$ cat src/rtl/rtec_pkg.sv
package rtec_pkg;

   // Widths of the time and count values.
   localparam int TIME_BITS = 48;
   localparam int CNT_BITS = 32;

   // The remainder unit retires one dividend bit per step.
   localparam int DIV_STEPS = TIME_BITS;
   localparam int DIV_CNT_BITS = $clog2(DIV_STEPS);

   // Register port geometry: 64-bit data, registers at 8-byte spacing.
   localparam int ADDR_BITS = 5;
   localparam int DATA_BITS = 64;
   localparam int REG_LSB = 3;

   // Register reset values.
   localparam logic [CNT_BITS-1:0] REPEAT_RESET = '1;
   localparam logic [TIME_BITS-1:0] FIRST_RESET = '0;
   localparam logic [31:0] PERIOD_RESET = 32'd1000;

   // Command codes.
   typedef enum logic [2:0] {
      OP_ARM     = 3'd0,
      OP_TRIGGER = 3'd1,
      OP_PAUSE   = 3'd2,
      OP_RESUME  = 3'd3,
      OP_REVISE  = 3'd4,
      OP_KILL    = 3'd5
   } op_type;

   // Register indexes.
   typedef enum logic [ADDR_BITS-REG_LSB-1:0] {
      REG_REPEAT = 2'd0,
      REG_FIRST  = 2'd1,
      REG_PERIOD = 2'd2
   } reg_idx_type;

   typedef struct packed {
      op_type               op;
      logic [TIME_BITS-1:0] tick;
   } req_type;

   typedef struct packed {
      logic                       fired;
      logic                       finished;
      logic                       killed;
      logic                       pause_taken;
      logic                       resume_taken;
      logic                       is_valid;
      logic                       is_paused;
      logic [TIME_BITS-1:0]       expiry_now;
      logic signed [31:0]         count_left;
      logic [31:0]                fire_total;
   } rsp_type;

   // Controller to datapath.
   typedef struct packed {
      logic load_req;
      logic start_div;
      logic step_div;
      logic apply;
      logic load_rsp;
   } ctl_cmd_type;

   // Datapath to controller.
   typedef struct packed {
      logic need_div;
      logic div_last;
   } ctl_status_type;

endpackage

$ cat src/rtl/rtec_datapath.sv
module rtec_datapath (
   input  logic                                 clock,
   input  logic                                 reset,
   input  rtec_pkg::ctl_cmd_type                cmd,
   output rtec_pkg::ctl_status_type             status,
   input  rtec_pkg::req_type                    req_data,
   output rtec_pkg::rsp_type                    rsp_data,
   input  logic                                 psel,
   input  logic                                 penable,
   input  logic                                 pwrite,
   input  logic [rtec_pkg::ADDR_BITS-1:0]       paddr,
   input  logic [rtec_pkg::DATA_BITS-1:0]       pwdata,
   output logic [rtec_pkg::DATA_BITS-1:0]       prdata
);

   localparam int TB = rtec_pkg::TIME_BITS;
   localparam int CB = rtec_pkg::CNT_BITS;
   localparam int DB = rtec_pkg::DATA_BITS;
   localparam int NB = rtec_pkg::DIV_CNT_BITS;

   // Configuration registers.
   logic [31:0]   repeat_ff;
   logic [TB-1:0] first_ff;
   logic [31:0]   period_ff;

   // Channel state.
   logic                 active_ff, active_in;
   logic                 paused_ff, paused_in;
   logic [TB-1:0]        expiry_ff, expiry_in;
   logic signed [31:0]   remaining_ff, remaining_in;
   logic [TB-1:0]        pause_time_ff, pause_time_in;
   logic [CB-1:0]        fire_count_ff, fire_count_in;

   // Event flags of the current request.
   logic [4:0] flags_ff, flags_in;

   // Latched request.
   rtec_pkg::op_type req_op_ff;
   logic [TB-1:0]    req_tick_ff;

   // Remainder unit.
   logic [31:0]   rem_ff, rem_in;
   logic [TB-1:0] late_ff, late_in;
   logic [NB-1:0] cnt_ff, cnt_in;
   logic [32:0]   rem_shift;
   logic [32:0]   rem_diff;
   logic [TB-1:0] late;

   logic                     csr_write;
   rtec_pkg::reg_idx_type    csr_idx;

   rtec_pkg::rsp_type rsp_ff;

   // Register port decode.
   assign csr_write = psel & penable & pwrite;
   assign csr_idx = rtec_pkg::reg_idx_type'(paddr[rtec_pkg::ADDR_BITS-1:rtec_pkg::REG_LSB]);

   always_ff @(posedge clock) begin
      if (reset) begin
         repeat_ff <= rtec_pkg::REPEAT_RESET;
         first_ff <= rtec_pkg::FIRST_RESET;
         period_ff <= rtec_pkg::PERIOD_RESET;
      end else if (csr_write) begin
         case (csr_idx)
            rtec_pkg::REG_REPEAT: repeat_ff <= pwdata[31:0];
            rtec_pkg::REG_FIRST:  first_ff <= pwdata[TB-1:0];
            rtec_pkg::REG_PERIOD: period_ff <= pwdata[31:0];
            default: ;
         endcase
      end
   end

   always_comb begin
      case (csr_idx)
         rtec_pkg::REG_REPEAT: prdata = DB'(repeat_ff);
         rtec_pkg::REG_FIRST:  prdata = DB'(first_ff);
         rtec_pkg::REG_PERIOD: prdata = DB'(period_ff);
         default:              prdata = '0;
      endcase
   end

   // Request latch.
   always_ff @(posedge clock) begin
      if (cmd.load_req) begin
         req_op_ff <= req_data.op;
         req_tick_ff <= req_data.tick;
      end
   end

   // Lateness of the expiry; catch-up needs a remainder when it exceeds the period.
   assign late = req_tick_ff - expiry_ff;
   assign status.need_div = (req_op_ff == rtec_pkg::OP_REVISE) && (period_ff != '0) &&
                            !late[TB-1] && (late > TB'(period_ff));
   assign status.div_last = (cnt_ff == NB'(rtec_pkg::DIV_STEPS - 1));

   // Restoring remainder, one dividend bit per step.
   assign rem_shift = {rem_ff, late_ff[TB-1]};
   assign rem_diff = rem_shift - {1'b0, period_ff};

   always_comb begin
      rem_in = rem_ff;
      late_in = late_ff;
      cnt_in = cnt_ff;
      if (cmd.start_div) begin
         rem_in = '0;
         late_in = late;
         cnt_in = '0;
      end else if (cmd.step_div) begin
         rem_in = (rem_shift >= {1'b0, period_ff}) ? rem_diff[31:0] : rem_shift[31:0];
         late_in = {late_ff[TB-2:0], 1'b0};
         cnt_in = cnt_ff + NB'(1);
      end
   end

   always_ff @(posedge clock) begin
      rem_ff <= rem_in;
      late_ff <= late_in;
      cnt_ff <= cnt_in;
   end

   // Command execution on the channel state.
   always_comb begin
      logic signed [31:0] rem_v;
      rem_v = remaining_ff;
      active_in = active_ff;
      paused_in = paused_ff;
      expiry_in = expiry_ff;
      remaining_in = remaining_ff;
      pause_time_in = pause_time_ff;
      fire_count_in = fire_count_ff;
      flags_in = flags_ff;
      if (cmd.apply) begin
         flags_in = '0;
         case (req_op_ff)
            rtec_pkg::OP_ARM: begin
               active_in = 1'b1;
               paused_in = 1'b0;
               expiry_in = first_ff;
               remaining_in = repeat_ff;
               pause_time_in = '0;
               fire_count_in = '0;
            end
            rtec_pkg::OP_TRIGGER: begin
               if (active_ff) begin
                  expiry_in = expiry_ff + TB'(period_ff);
                  if (remaining_ff != 0) begin
                     if (remaining_ff > 0) begin
                        rem_v = remaining_ff - 32'sd1;
                     end
                     fire_count_in = fire_count_ff + CB'(1);
                     flags_in[4] = 1'b1;
                  end
                  remaining_in = rem_v;
                  if (rem_v == 0) begin
                     active_in = 1'b0;
                     flags_in[3] = 1'b1;
                  end
               end
            end
            rtec_pkg::OP_PAUSE: begin
               if (active_ff && !paused_ff) begin
                  paused_in = 1'b1;
                  pause_time_in = req_tick_ff;
                  flags_in[1] = 1'b1;
               end
            end
            rtec_pkg::OP_RESUME: begin
               if (active_ff && paused_ff) begin
                  expiry_in = expiry_ff + (req_tick_ff - pause_time_ff);
                  paused_in = 1'b0;
                  flags_in[0] = 1'b1;
               end
            end
            rtec_pkg::OP_REVISE: begin
               // Expiry plus the whole periods within the lateness is tick minus remainder.
               if (status.need_div) begin
                  expiry_in = req_tick_ff - TB'(rem_ff);
               end
            end
            rtec_pkg::OP_KILL: begin
               if (active_ff) begin
                  active_in = 1'b0;
                  flags_in[2] = 1'b1;
               end
            end
            default: ;
         endcase
      end
   end

   always_ff @(posedge clock) begin
      if (reset) begin
         active_ff <= 1'b0;
         paused_ff <= 1'b0;
         expiry_ff <= '0;
         remaining_ff <= '0;
         pause_time_ff <= '0;
         fire_count_ff <= '0;
         flags_ff <= '0;
      end else begin
         active_ff <= active_in;
         paused_ff <= paused_in;
         expiry_ff <= expiry_in;
         remaining_ff <= remaining_in;
         pause_time_ff <= pause_time_in;
         fire_count_ff <= fire_count_in;
         flags_ff <= flags_in;
      end
   end

   // Output register.
   always_ff @(posedge clock) begin
      if (cmd.load_rsp) begin
         rsp_ff.fired <= flags_ff[4];
         rsp_ff.finished <= flags_ff[3];
         rsp_ff.killed <= flags_ff[2];
         rsp_ff.pause_taken <= flags_ff[1];
         rsp_ff.resume_taken <= flags_ff[0];
         rsp_ff.is_valid <= active_ff;
         rsp_ff.is_paused <= paused_ff;
         rsp_ff.expiry_now <= expiry_ff;
         rsp_ff.count_left <= remaining_ff;
         rsp_ff.fire_total <= 32'(fire_count_ff);
      end
   end

   assign rsp_data = rsp_ff;

endmodule

$ cat src/rtl/rtec_controller.sv
module rtec_controller (
   input  logic                        clock,
   input  logic                        reset,
   input  logic                        req_valid,
   output logic                        req_ready,
   output logic                        rsp_valid,
   input  logic                        rsp_ready,
   input  rtec_pkg::ctl_status_type    status,
   output rtec_pkg::ctl_cmd_type       cmd
);

   typedef enum logic [4:0] {
      ST_IDLE = 5'b00001,
      ST_EXEC = 5'b00010,
      ST_DIV  = 5'b00100,
      ST_FIN  = 5'b01000,
      ST_RESP = 5'b10000
   } state_type;

   state_type state_ff, state_in;
   logic      rsp_valid_ff, rsp_valid_in;
   logic      out_free;

   // The output register can take a result when empty or being drained.
   assign out_free = !rsp_valid_ff || rsp_ready;

   // Sequencing of one request.
   always_comb begin
      state_in = state_ff;
      cmd = '0;
      req_ready = 1'b0;
      case (state_ff)
         ST_IDLE: begin
            req_ready = 1'b1;
            if (req_valid) begin
               cmd.load_req = 1'b1;
               state_in = ST_EXEC;
            end
         end
         ST_EXEC: begin
            if (status.need_div) begin
               cmd.start_div = 1'b1;
               state_in = ST_DIV;
            end else begin
               cmd.apply = 1'b1;
               state_in = ST_RESP;
            end
         end
         ST_DIV: begin
            cmd.step_div = 1'b1;
            if (status.div_last) begin
               state_in = ST_FIN;
            end
         end
         ST_FIN: begin
            cmd.apply = 1'b1;
            state_in = ST_RESP;
         end
         ST_RESP: begin
            if (out_free) begin
               cmd.load_rsp = 1'b1;
               state_in = ST_IDLE;
            end
         end
         default: begin
            state_in = ST_IDLE;
         end
      endcase
   end

   // Result valid flag.
   always_comb begin
      rsp_valid_in = rsp_valid_ff;
      if (cmd.load_rsp) begin
         rsp_valid_in = 1'b1;
      end else if (rsp_ready) begin
         rsp_valid_in = 1'b0;
      end
   end

   always_ff @(posedge clock) begin
      if (reset) begin
         state_ff <= ST_IDLE;
         rsp_valid_ff <= 1'b0;
      end else begin
         state_ff <= state_in;
         rsp_valid_ff <= rsp_valid_in;
      end
   end

   assign rsp_valid = rsp_valid_ff;

endmodule

$ cat src/rtl/repeating_timer_event_channel_core.sv
// Channel   Direction  Handshake                 Payload
// req       in         req_valid / req_ready     req_data (op, tick)
// rsp       out        rsp_valid / rsp_ready     rsp_data (flags, status, expiry, counts)
// csr       in/out     psel, penable, pwrite     paddr, pwdata, prdata, pready
//
// One request is handled at a time. Its result is applied to the channel state, then
// enters the output register from ST_RESP; the next request is taken after that write.
// A revise that catches up first runs ST_DIV: 48 steps of the one-bit-per-cycle
// remainder unit over the 48-bit lateness, then ST_FIN applies the new expiry.
// A new request is accepted while the previous result waits in the output register.
// Reset is synchronous and active high; it clears the channel to invalid and
// loads the register reset values. A stalled result holds the sequencer before write-back.
module repeating_timer_event_channel_core (
   input  logic                             clock,
   input  logic                             reset,
   input  logic                             req_valid,
   output logic                             req_ready,
   input  rtec_pkg::req_type                req_data,
   output logic                             rsp_valid,
   input  logic                             rsp_ready,
   output rtec_pkg::rsp_type                rsp_data,
   input  logic                             psel,
   input  logic                             penable,
   input  logic                             pwrite,
   input  logic [rtec_pkg::ADDR_BITS-1:0]   paddr,
   input  logic [rtec_pkg::DATA_BITS-1:0]   pwdata,
   output logic [rtec_pkg::DATA_BITS-1:0]   prdata,
   output logic                             pready
);

   rtec_pkg::ctl_cmd_type    cmd;
   rtec_pkg::ctl_status_type status;

   assign pready = 1'b1;

   // Sequencer.
   rtec_controller u_ctrl (
      .clock     (clock),
      .reset     (reset),
      .req_valid (req_valid),
      .req_ready (req_ready),
      .rsp_valid (rsp_valid),
      .rsp_ready (rsp_ready),
      .status    (status),
      .cmd       (cmd)
   );

   // Channel state, registers and remainder unit.
   rtec_datapath u_dp (
      .clock    (clock),
      .reset    (reset),
      .cmd      (cmd),
      .status   (status),
      .req_data (req_data),
      .rsp_data (rsp_data),
      .psel     (psel),
      .penable  (penable),
      .pwrite   (pwrite),
      .paddr    (paddr),
      .pwdata   (pwdata),
      .prdata   (prdata)
   );

   // A request in flight blocks the next one.
   assert property (@(posedge clock) disable iff (reset)
      (req_valid && req_ready) |=> !req_ready)
      else $error("request accepted while one is in flight");

   // A result is written only when the output register is free.
   assert property (@(posedge clock) disable iff (reset)
      cmd.load_rsp |-> (!rsp_valid || rsp_ready))
      else $error("result overwrote an undelivered one");

   // Remainder steps and state update never overlap.
   assert property (@(posedge clock) disable iff (reset)
      !(cmd.step_div && cmd.apply))
      else $error("state updated during remainder steps");

   // The request latch is loaded only from an accepted request.
   assert property (@(posedge clock) disable iff (reset)
      cmd.load_req |-> (req_valid && req_ready))
      else $error("request latched without handshake");

endmodule
$ cat config.mk
export PLATFORM = sky130hd
export DESIGN_NAME = repeating_timer_event_channel_core
export DESIGN_NICKNAME = d
export VERILOG_FILES = /design/src/rtl/rtec_pkg.sv /design/src/rtl/rtec_datapath.sv /design/src/rtl/rtec_controller.sv /design/src/rtl/repeating_timer_event_channel_core.sv
export SDC_FILE = /design/constraint.sdc
export NUM_CORES = 2
export LEC_CHECK = 0
export ABC_AREA = 1
export BUFFER_PORTS_ARGS = -buffer_cell sky130_fd_sc_hd__buf_2
export CAP_MARGIN = 20
export CORE_ASPECT_RATIO = 1.25
export CORE_UTILIZATION = 38
export CTS_CLUSTER_SIZE = 12
export DETAILED_ROUTE_END_ITERATION = 8
export PLACE_DENSITY = 0.52
export SYNTH_ARGS = -nofsm -noshare
export SYNTH_HDL_FRONTEND = slang
export SYNTH_SLANG_ARGS = --single-unit
$ cat constraint.sdc
create_clock -name clock -period 7.7 [get_ports clock]
set_clock_uncertainty 0.15 [all_clocks]
set_input_delay 1.155 -clock clock [delete_from_list [all_inputs] [get_ports clock]]
set_output_delay 1.155 -clock clock [all_outputs]
set_load 0.02 [all_outputs]
# Word-level counts from Yosys, hierarchy flattened
# Cells that the tools add are included.
# word_totals
register_bits	541
input_bits	127
out_inout_bits	186
elab_cells	146
# op_classes
addsub	9
n_lt_le_gt_ge	3
n_eq_ne	21
mux	53
n_bitwise	2
n_reduce_logical	31
# op_table
operator	n
$mux W32	9
$mux W48	6
$pmux W48 S4	1
$pmux W48 S3	1
$pmux W32 S2	2
$pmux W48 S2	1
$sub A48 B48 Y48	2
$reduce_bool A32 Y1	2
$add A48 B32 Y48	1
$add A48 B48 Y48	1
$gt A48 B32 Y1	1
$sub A48 B32 Y48	1
$ge A33 B32 Y1	1
$add A32 B1 Y32 const B	1
$gt A32 B1 Y1 const B	1
$logic_not A32 Y1	1
$sub A32 B2 Y32 const B	1
$sub A32 B32 Y32	1
$pmux W5 S5	1
$mux W1	23
$mux W5	4
$ne A2 B1 Y1 const B	5
$reduce_and A3 Y1	3
$reduce_and A2 Y1	4
27 further kinds	45

# Depth between registers and ports, before layout
# logic_depth
word_depth	11
mapped_depth	32
ltp_nobuf	31

# Hierarchy
# Synthesis repeated with hierarchy kept, for this count alone.
# hier_totals
hier_cells	5749
hier_area_um2	39410.3
# modules_own_cells
mod	instances	cells_per_inst	area_per_inst_um2	seq_area_each_um2
rtec_datapath	1	5692	39041.2	12892.4
rtec_controller	1	55	357.8	120.1
repeating_timer_event_channel_core	1	2	11.3	0.0

# Least setup slack after synthesis
# No wires, ideal clock.
# synth_path
kind	input -> register
startpoint	in rsp_ready
endpoint	reg u_dp.rsp_ff, in the netlist u_dp.rsp_data[0], enable pin
setup_time_ps	598
t_arrival_ps	6128
t_required_ps	6952
path_slack_ps	824
path_stages	2
path_buffers	0
path_cell_list	nor2_1 > nor2_1
# synth_lines
item	line_no	rtl
from (decl)	repeating_timer_event_channel_core.sv:20	input logic rsp_ready,
to (decl)	rtec_datapath.sv:52	rtec_pkg::rsp_type rsp_ff;

# Final worst setup path
# layout_path
startpoint	reg u_dp.req_tick_ff[0]
endpoint	reg u_dp.remaining_ff[1]
# layout_between
elab_chain_cells	7
elab_cells_between_ends	8
cone_classes	add/sub: 1; order compare: 1; mux: 2; reduce/logical: 4
# layout_rtl
item	line_no	rtl
from (decl)	rtec_datapath.sv:39	logic [TB-1:0] req_tick_ff;
from (signal assigned)	rtec_datapath.sv:86	req_tick_ff <= req_data.tick;
$sub A48 B48 Y48 *	rtec_datapath.sv:91	assign late = req_tick_ff - expiry_ff;
branches (longest 2 deep; another with $gt A48 B32 Y1)	-	
$logic_and A1 B1 Y1 *	rtec_datapath.sv:93	!late[TB-1] && (late > TB'(period_ff));
$mux W1 *	rtec_controller.sv:41	if (status.need_div) begin
$pmux W1 S2 *	rtec_controller.sv:32	case (state_ff)
$reduce_and A3 Y1 (no line) *	-	
to (signal assigned)	rtec_datapath.sv:204	remaining_ff <= remaining_in;
to (decl)	rtec_datapath.sv:30	logic signed [31:0] remaining_ff, remaining_in;
# Mark *: on every way between the ends.
# A chain may end at the register's enable or synchronous reset.

==> impl_metrics.tcl <==
set metrics [dict create \
    critical_path.max_fanout 65 \
    vias_per_cell 5.31 \
    whs_path_depth 0 \
    timing.max_slew.rel_slack_pct 16.8 \
    top_library_cells_by_usage_in_the_layout_fill_and_taps_aside "sky130_fd_sc_hd__nand2_1 (1409), sky130_fd_sc_hd__inv_1 (833), sky130_fd_sc_hd__nor2_1 (682)" \
    cts-htree-levels 2 \
    final_layout_size_suffix_gt1_share_pct 8.05 \
    fin_area_um2 44600 \
    number_of_distinct_library_cells_after_synthesis 60 \
    cts_tree "yes" \
    max_slew.worst_pin.slew_ps 1240 \
    p_int_mw 5.34 \
    post_synthesis_to_final_layout_area_growth_pct 11.8 \
    power_switching_share_pct 34.2 \
    worst_ir_drop_vdd_v 0.000194 \
    dr_total_vias 39700 \
    core_area_um2 104000 \
    critPathMaxStageDelay_ps 550 \
    reg2reg_depth 32 \
    ys_top_cells_by_area "sky130_fd_sc_hd__edfxtp_1 (16%), sky130_fd_sc_hd__dfxtp_1 (16%), sky130_fd_sc_hd__nand2_1 (13%)" \
    critPathCaptureType "flip-flop" \
    cts-root-to-sink-buffers 3 \
    postLayoutCoreUtil_pct 43.0 \
    insertion_delay_ps 690 \
    period_share_pct 87.0 \
    i_o_pins 313 \
    async_reset_ff_share_pct 0 \
    numPortBuffers 276 \
    max-cap-violations 0 \
    wl_met3_um 6300 \
    cpMaxStageDelayCell "sky130_fd_sc_hd__nor3_1" \
    cp.required_ps 8120 \
    post_cts_resized 0 \
    power_density_nw_per_um2 182 \
    post-dp-hpwl_um 135000 \
    synth_enable_flop_cells 218 \
    synth_top_cell_by_area "sky130_fd_sc_hd__edfxtp_1" \
    critical_path.startpoint_type "flip-flop" \
    p_leak_nw 19.9 \
    comb_power_share_pct 24.7 \
    timing_worst_setup_path_type "flip-flop to flip-flop" \
    design.die.area_um2 106000 \
    gp_congestion 1.09 \
    drt-total-wl_um 165000 \
    finalCriticalPeriod_ps 6700 \
    timing.final.setup_violations 0 \
    status "complete, no violations" \
    syn_avg_cell_area_um2 6.80 \
    grt_pass1_vias 38600 \
    cts.sink_count 541 \
    cts-buffers-inserted 61 \
    holdCritPathClass "flip-flop to flip-flop" \
    final_max_slew_viol_count 0 \
    power.sequential.fraction_pct 38.2 \
    grt_usage_pct 30.4 \
    synthesis.yosys.warnings 0 \
    detailed_place.area_um2 42500 \
    path_common_cell "sky130_fd_sc_hd__nand2_1" \
    cp.buffers_inverters 5 \
    cts-root-buf "sky130_fd_sc_hd__clkbuf_16" \
    synth_sequential_area_ratio_pct 32.6 \
    fp-row-count 132 \
    highest_routed_metal_layer "met4" \
    drc 0 \
    route.met2.wl_um 81100 \
    cts.hold.buffers_added 0 \
    detail-route-antenna-nets 0 \
    path_clk_slew_ps 60 \
    wl_per_cell_um 22.1 \
    final_common_cell "sky130_fd_sc_hd__nand2_1" \
    grt_first_pass_wirelength_um 240000 \
    postCtsSetupBuffers 0 \
    synthDominantCellAreaShare_pct 16.4 \
    postSynth.topFlopCell "sky130_fd_sc_hd__dfxtp_1" \
    critical_path_arrival_ps 7120 \
    rsz0062_at_grt "false" \
    timing.final.hold_violations 0 \
    detail_route.first_pass.iterations 6 \
    synthesis.area_um2 39900 \
    fillers 11200 \
    post_synthesis_cells 5860 \
    ys_seq_elements 541 \
    cp_num_cells 32 \
    antenna_violations_before_repair 3 \
    globalRouteOverflowTotal 0 \
    p_sw_mw 2.78 \
    die_y_um 364 \
    die_w_um 292 \
    tns_ps 0 \
    final_net_count 6473 \
    met1_length_um 68000 \
    p_clk_share_pct 37.0 \
    initial_utilization_pct 38.4 \
    maximum_number_of_pins_on_one_net_before_global_route_repair 120 \
    drt-initial-drc-count 2830 \
    report.power.total_mw 8.12 \
    top_delay_family_on_crit_path "simple AND/OR/NAND/NOR gates" \
    max_frequency_ghz 0.149 \
]
## power by group through the flow
| stage | clock [mW] | combinational, mW | sequential, mW |
|---|---|---|---|
| finish | 3.01 | 2.01 | 3.10 |
| global route | 3.18 | 2.21 | 3.11 |
| CTS | 3.08 | 1.98 | 3.10 |
| detailed placement | 0 | 1.97 | 3.16 |
| global placement | 0 | 1.97 | 3.17 |
| floorplan | 0 | 1.32 | 3.13 |
## kinds of logic (layout without fill, tap and decap cells)
kind of cell | Yosys count | after routing | synth area share, %
AOI/OAI and AO/OA | 1117 | 1117 | 15.5
xor gates and xnor gates | 134 | 134 | 2.94
adders and majority gates | 277 | 277 | 9.66
buffers and inverters | 1042 | 1289 | 10.4
DFF | 541 | 541 | 32.6
muxes | 20 | 20 | 0.502
other | 2 | 19 | 0.0188
and+or+nand+nor | 2727 | 2727 | 28.4
## per-layer routing
layer | vias up | GRT usage, %
met1 | 18600 | 36.3
met5 | - | 0
met3 | 318 | 2.30
met4 | 0 | 15.7
li1 | 19600 | -
met2 | 1157 | 54.5
## synthesized netlist by cell type (23+ instances only)
master / number
sky130_fd_sc_hd__xnor2_1: 50
sky130_fd_sc_hd__nand4_1: 106
sky130_fd_sc_hd__nand2_1: 1410
sky130_fd_sc_hd__edfxtp_1: 218
sky130_fd_sc_hd__buf_4: 27
sky130_fd_sc_hd__xor2_1: 84
sky130_fd_sc_hd__dfxtp_1: 323
sky130_fd_sc_hd__o21ai_0: 328
sky130_fd_sc_hd__o211ai_1: 50
sky130_fd_sc_hd__fa_1: 51
sky130_fd_sc_hd__o21bai_1: 33
sky130_fd_sc_hd__nand3_1: 371
sky130_fd_sc_hd__a21oi_1: 562
sky130_fd_sc_hd__a21o_1: 23
sky130_fd_sc_hd__nor3_1: 70
sky130_fd_sc_hd__ha_1: 226
sky130_fd_sc_hd__clkbuf_1: 120
sky130_fd_sc_hd__buf_2: 24
sky130_fd_sc_hd__inv_1: 835
sky130_fd_sc_hd__a31oi_1: 28
sky130_fd_sc_hd__a22oi_1: 28
sky130_fd_sc_hd__nor2_1: 688
## registers in the layout, summed over array words and instances, names as in the netlist, 3 cells and up
signal / cells
u_dp.rem_ff: 32
u_dp.req_op_ff: 3
u_dp.repeat_ff: 32
u_dp.flags_ff: 5
u_dp.cnt_ff: 6
u_dp.rsp_data: 119
u_dp.remaining_ff: 32
u_ctrl.state_ff: 5
u_dp.first_ff: 48
u_dp.period_ff: 32
u_dp.pause_time_ff: 48
u_dp.req_tick_ff: 48
u_dp.fire_count_ff: 32
u_dp.expiry_ff: 48
u_dp.late_ff: 48
## area by class of cell
class / instances / area [um2] / share of cell area (%)
tap: 1340 / 1680 / 3.76
antenna: 2 / 5.00 / 0.0112
clock inverter: 21 / 240 / 0.539
clock buffer: 95 / 1800 / 4.03
inverter: 852 / 3200 / 7.19
timing repair buffer: 321 / 1780 / 3.99
multi-input combinational: 4292 / 22800 / 51.3
sequential: 541 / 13000 / 29.2
## worst paths after layout
| path | slack (ps) | startpoint | endpoint |
|---|---|---|---|
| setup / recovery | 1000 | u_dp.req_tick_ff[0]$_DFFE_PP_ | u_dp.remaining_ff[1]$_SDFFE_PP0P_ |
| hold / removal | 320 | u_dp.expiry_ff[46]$_SDFFE_PP0P_ | u_dp.rsp_data[110]$_DFFE_PP_ |
| setup reg to reg | 1000 | u_dp.req_tick_ff[0]$_DFFE_PP_ | u_dp.remaining_ff[1]$_SDFFE_PP0P_ |
| hold reg to reg | 320 | u_dp.expiry_ff[46]$_SDFFE_PP0P_ | u_dp.rsp_data[110]$_DFFE_PP_ |
## metrics by stage
stage	worst slack, ps	hold WS [ps]	std cells
floorplan	824	253	5875
global placement	1130	294	7345
finish	999	316	7464
CTS	1120	313	7461
global route	746	337	7462
detailed placement	1120	297	7345
No activity file was read; power rests on OpenSTA's default activity.
